--- config.mk ---
export PLATFORM = sky130hd
export DESIGN_NAME = tpc_merge
export DESIGN_NICKNAME = d
export VERILOG_FILES = /design/src/sv/tpc_pkg.sv /design/src/sv/tpc_merge.sv
export SDC_FILE = /design/constraint.sdc
export NUM_CORES = 1
export LEC_CHECK = 0
export ABC_AREA = 1
export BUFFER_PORTS_ARGS = -buffer_cell sky130_fd_sc_hd__buf_4
export CAP_MARGIN = 10
export CORE_MARGIN = 4
export CORE_UTILIZATION = 45
export CTS_BUF_LIST = sky130_fd_sc_hd__clkbuf_16
export CTS_CLUSTER_DIAMETER = 100
export DETAILED_ROUTE_END_ITERATION = 12
export GPL_TIMING_DRIVEN = 0
export PLACE_DENSITY = 0.82
export SYNTH_ARGS = -nofsm -noshare
export SYNTH_HDL_FRONTEND = slang
export SYNTH_SLANG_ARGS = --single-unit
--- constraint.sdc ---
create_clock -name clk -period 4 [get_ports clk]
set_input_delay 1.2 -clock clk [delete_from_list [all_inputs] [get_ports clk]]
set_output_delay 1.2 -clock clk [all_outputs]
set_load 0.01 [all_outputs]
--- src/sv/tpc_pkg.sv ---
// Package for the triangle plane classifier: vertex side codes, group codes,
// register indexes, fixed field widths and the stage enable bundle.
// No dependencies; every other file of the block uses it.
package tpc_pkg;

	localparam int TOL_WIDTH     = 40;
	localparam int IDX_WIDTH     = 32;
	localparam int CODE_WIDTH    = 3;
	localparam int CFG_IDX_WIDTH = 3;

	typedef logic [1:0] side_t;
	localparam side_t SIDE_ON  = 2'd0;
	localparam side_t SIDE_POS = 2'd1;
	localparam side_t SIDE_NEG = 2'd2;

	typedef logic [CODE_WIDTH-1:0] group_t;
	localparam group_t GRP_ALL_POS  = 3'd0;
	localparam group_t GRP_ALL_NEG  = 3'd1;
	localparam group_t GRP_ALL_ON   = 3'd2;
	localparam group_t GRP_2POS_1ON = 3'd3;
	localparam group_t GRP_1POS_2ON = 3'd4;
	localparam group_t GRP_2NEG_1ON = 3'd5;
	localparam group_t GRP_1NEG_2ON = 3'd6;
	localparam group_t GRP_CROSSING = 3'd7;

	typedef logic [CFG_IDX_WIDTH-1:0] reg_idx_t;
	localparam reg_idx_t REG_POINT_X  = 3'd0;
	localparam reg_idx_t REG_POINT_Y  = 3'd1;
	localparam reg_idx_t REG_POINT_Z  = 3'd2;
	localparam reg_idx_t REG_NORMAL_X = 3'd3;
	localparam reg_idx_t REG_NORMAL_Y = 3'd4;
	localparam reg_idx_t REG_NORMAL_Z = 3'd5;
	localparam reg_idx_t REG_TOL      = 3'd6;

	localparam logic [TOL_WIDTH-1:0] TOL_RESET = 40'd4;

	// Load enables of the four lane stages.
	typedef struct packed {
		logic s1;
		logic s2;
		logic s3;
		logic s4;
	} stage_en_t;

endpackage

--- src/sv/tpc_merge.sv ---
// Merge stage: counts the three vertex sides, picks the group code and holds
// the result with the triangle index in the output register.
// Depends on tpc_pkg.
module tpc_merge (
	input  logic                            clk,
	input  logic                            load,
	input  tpc_pkg::side_t                  side0,
	input  tpc_pkg::side_t                  side1,
	input  tpc_pkg::side_t                  side2,
	input  logic [tpc_pkg::IDX_WIDTH-1:0]   idx_in,
	output tpc_pkg::group_t                 code,
	output logic [tpc_pkg::IDX_WIDTH-1:0]   idx_out
);
	logic [1:0]       n_on, n_pos, n_neg;
	tpc_pkg::group_t  code_c;
	tpc_pkg::group_t  code_q;
	logic [tpc_pkg::IDX_WIDTH-1:0] idx_q;

	always_comb begin
		n_on  = 2'({1'b0, side0 == tpc_pkg::SIDE_ON}) + 2'({1'b0, side1 == tpc_pkg::SIDE_ON})
			+ 2'({1'b0, side2 == tpc_pkg::SIDE_ON});
		n_pos = 2'({1'b0, side0 == tpc_pkg::SIDE_POS}) + 2'({1'b0, side1 == tpc_pkg::SIDE_POS})
			+ 2'({1'b0, side2 == tpc_pkg::SIDE_POS});
		n_neg = 2'({1'b0, side0 == tpc_pkg::SIDE_NEG}) + 2'({1'b0, side1 == tpc_pkg::SIDE_NEG})
			+ 2'({1'b0, side2 == tpc_pkg::SIDE_NEG});
		if (n_pos == 2'd3) begin
			code_c = tpc_pkg::GRP_ALL_POS;
		end else if (n_neg == 2'd3) begin
			code_c = tpc_pkg::GRP_ALL_NEG;
		end else if (n_on == 2'd3) begin
			code_c = tpc_pkg::GRP_ALL_ON;
		end else if (n_pos == 2'd2 && n_on == 2'd1) begin
			code_c = tpc_pkg::GRP_2POS_1ON;
		end else if (n_pos == 2'd1 && n_on == 2'd2) begin
			code_c = tpc_pkg::GRP_1POS_2ON;
		end else if (n_neg == 2'd2 && n_on == 2'd1) begin
			code_c = tpc_pkg::GRP_2NEG_1ON;
		end else if (n_neg == 2'd1 && n_on == 2'd2) begin
			code_c = tpc_pkg::GRP_1NEG_2ON;
		end else begin
			code_c = tpc_pkg::GRP_CROSSING;
		end
	end

	always_ff @(posedge clk) begin
		if (load) begin
			code_q <= code_c;
			idx_q  <= idx_in;
		end
	end

	assign code    = code_q;
	assign idx_out = idx_q;

endmodule

-- After elaboration in Yosys (flattened, before gate mapping)
Index checks and enable logic that the tools add are counted.
- multiplexer cells: 6
- reduce and logical (&&, ||, !) cells: 9
- eq/ne operators: 15
- $add $sub $neg: 6
- operators with widths (cell ; count):
    $eq A2 B2 Y1 const B ; 9
    $eq A2 B1 Y1 const B ; 6
    $mux W2 ; 4
    $add A1 B1 Y2 ; 3
    $add A2 B1 Y2 ; 3
    $logic_not A2 Y1 ; 3
    $logic_and A1 B1 Y1 ; 4
    $reduce_or A4 Y1 ; 1
    $mux W1 ; 2
    $reduce_or A2 Y1 ; 1
- register bits after elaboration: 35
- word-level logic and storage cells: 40
- input bits: 40

-- Longest topological paths before layout
- word-level depth: 11
- gate-level depth with buffers: 8

-- Worst setup path after synthesis
No wires, ideal clock.
- kind: input port to flip-flop
- from: input side0[0]
- to: register code_q[1], in the netlist code[1] (data pin)
- library setup time: 253 ps
- stages on the path: 8
- path slack: 1569 ps
- data arrival time: 2177 ps
- buffers on the path: 0
- path through: inv_1 nand2_1 fa_1 inv_1 nor2_1 nand2_1 nand2_1 a21oi_2
- cells in the longest elaborated chain, start to end: 9
- RTL lines (what ; line ; source):
    start: declaration ; tpc_merge.sv:7 ; input tpc_pkg::side_t side0,
    $eq A2 B2 Y1 / $logic_not A2 Y1 (equally long branches) ; tpc_merge.sv:24, tpc_merge.sv:20 ;
    $add A1 B1 Y2 (on tied branches) ; tpc_merge.sv:24, tpc_merge.sv:20 ;
    $add A2 B1 Y2 (on tied branches) ; tpc_merge.sv:25, tpc_merge.sv:21 ;
    $eq A2 B2 Y1 / $eq A2 B1 Y1 (equally long branches) ; tpc_merge.sv:36, tpc_merge.sv:32 ;
    $logic_and A1 B1 Y1 ; tpc_merge.sv:36 ; end else if (n_neg == 2'd2 && n_on == 2'd1) begin
    $mux W2 ; tpc_merge.sv:36 ;
    $mux W2 ; tpc_merge.sv:34 ; end else if (n_pos == 2'd1 && n_on == 2'd2) begin
    $mux W2 ; tpc_merge.sv:32 ; end else if (n_pos == 2'd2 && n_on == 2'd1) begin
    $mux W2 ; tpc_merge.sv:30 ; end else if (n_on == 2'd3) begin
    end signal: assignment ; tpc_merge.sv:47 ; code_q <= code_c;
    end: declaration ; tpc_merge.sv:16 ; tpc_pkg::group_t code_q;
Several ways; a longest one is shown, not always the timed one.
A chain may end at the register's enable or synchronous reset.

-- Worst setup path after layout
Ends and elaborated chain as after synthesis.

==> metrics.cfg <==
[sta]
whs_ns=1.10
setup_viol=0
max_slew.worst_pin.slew_ns=0.423
rsz0062_at_grt=false
final.min_clock_period_ns=2.45
slew_viol_final=0
relSlewSlack_pct=71.8
finalHoldViolCount=0
tns_ns=0
fmax_mhz=409
finalCritPeriodShare_pct=61.1

[clock_tree]
cts_max_level=2
clk_pin_slew_ns=0.05
cts_sinks=35
ctsLongestPathBuffers=2
cts_hold_buf=0
cts_root_buffer=clkbuf_16
numCtsBuffers=5
cts_resized=0
post_cts_buffers=0
cts_tree=built

[setup_path]
critPathArrivalTime_ns=2.47
end_kind=flop
cp_common_cell=nand2_1
path_cells=buf_4 > inv_1 > nand2_1 > fa_1 > inv_1 > nor2_1 > nand2_1 > nand2_1 > a21oi_2
timing.setup.critical_path_class=primary input to flop
cpMaxStageDelayCell=fa_1
crit_required_ns=4.02
cp_max_fo=3
cp-start-kind=primary input
critPathMaxStageDelay_ns=0.61

[yosys]
yosysSeqAreaShare_pct=82.7
yosysWarnings=0
netlist_area_sq_um=1270
post_synth_num_cell_types=12
synth_cells=75
synth_fp_nets=118
ys_ff_latch=35
synth_area_per_cell_sq_um=16.9

[floorplanning]
rows=19
initial_core_util_pct=46.5
die_area_sq_um=3740
die_width_microns=61.2
ios=75
die_y_microns=61.2
core_area_sq_um=2730

[layout]
fill_cells=177
diodes=0
layout.cells.most_common=buf_4
layout.nets=199
multi_input_area_sq_um=183
drive_above_1_share_pct=53.8
synthToLayoutAreaGrowth_pct=57.3
final_cell_mix=74 x buf_4, 35 x edfxtp_1, 11 x nor2_1
regArea_sq_um=1050

[placed_design]
gp_congestion=0.727
io_buffers=74
dp_hpwl_microns=2350

[route]
num_vias=919
drc=0
firstDrtPassIters=3
antenna_left=0
vias_per_cell=4.91
wl_microns=3440
first_iter_violations=44
routedWlPerCell_microns=18.4

[grt]
grt_pass1_wl_microns=4750
antenna_found_initial=0
overflow=0
gr-usage-all-layers_pct=18.4
grt_max_degree=36
first_global_vias=949

[power_and_ir_drop]
power.leakage_nw=0.898
cellPowerDensity_nw_per_um2=464
ir_worst_vdd_mv=0.487

[min_path]
min_path_type=primary input to flop

[status]
status=finished clean

[run]
maxCapViolCount=0

==> power breakdown <==
group	total (mW)	internal, mW	switching (mW)
Clock	0.349	0.223	0.126
Sequential	0.449	0.439	0.00954
Combinational	0.130	0.0688	0.0613
Total	0.928	0.731	0.197
==> Yosys cell counts (all sizes together) <==
cell | instances | area [sq um]
nand2 | 9 | 33.8
nand3 | 1 | 10.0
o21ai | 2 | 10.0
inv | 10 | 37.5
nor2 | 12 | 47.6
fa | 3 | 60.1
a21boi | 1 | 7.51
a21oi | 2 | 13.8
edfxtp | 35 | 1050
==> worst max-delay path, delay by kind of cell <==
kind / cells / cell delay (ns)
adder cells (fa/ha/maj): 1 / 0.61
buffers and inverters: 3 / 0.27
AO/OA/AOI/OAI: 1 / 0.05
AND/OR/NAND/NOR: 4 / 0.34
==> path summary, 6_finish.rpt <==
check	startpoint	to	cells after the start
hold / removal	idx_in[9]	idx_out[9]	1
setup / recovery	side0[0]	code[1]	9
==> kinds of logic (layout without fill, tap and decap cells) <==
logic type                 Yosys count  after routing  synth area share (%)
AOI/OAI and AO/OA                    5              5                  2.46
DFF                                 35             35                  82.7
adders and majority gates            3              3                  4.72
and+or+nand+nor                     22             22                  7.19
buffers and inverters               10             91                  2.95
==> layout make-up <==
cell class	instances	share of cell area (%)
Timing Repair Buffer	74	27.8
Sequential cell	35	52.6
Clock inverter	2	0.438
Multi-Input combinational cell	30	9.14
Clock buffer	5	6.26
Inverter	10	1.88
Tap cell	31	1.94
==> per-stage QoR <==
step / util, % / power [mW] / cell area (sq um) / cells / worst slack, ns
CTS: 73.1 / 0.933 / 2000 / 187 / 1.57
global route: 73.1 / 0.962 / 2000 / 187 / 1.44
finish: 73.1 / 0.928 / 2000 / 187 / 1.55
detailed placement: 68.2 / 0.583 / 1870 / 180 / 1.29
global placement: 68.2 / 0.575 / 1870 / 180 / 1.40
floorplan: - / 0.495 / 1270 / 75 / 1.57
==> sequential cells by signal (all words and copies together) (netlist names) <==
register  cells
idx_out      32
code          3
==> per-layer routing <==
metal	part of all wire [%]	up-vias	global-route usage, %
met4	2.1	0	9.60
met1	31	430	17.7
met2	51	64	32.6
li1	-	417	-
met5	0	-	0
met3	16	8	8.60
Power figures use the tool's default switching activity.
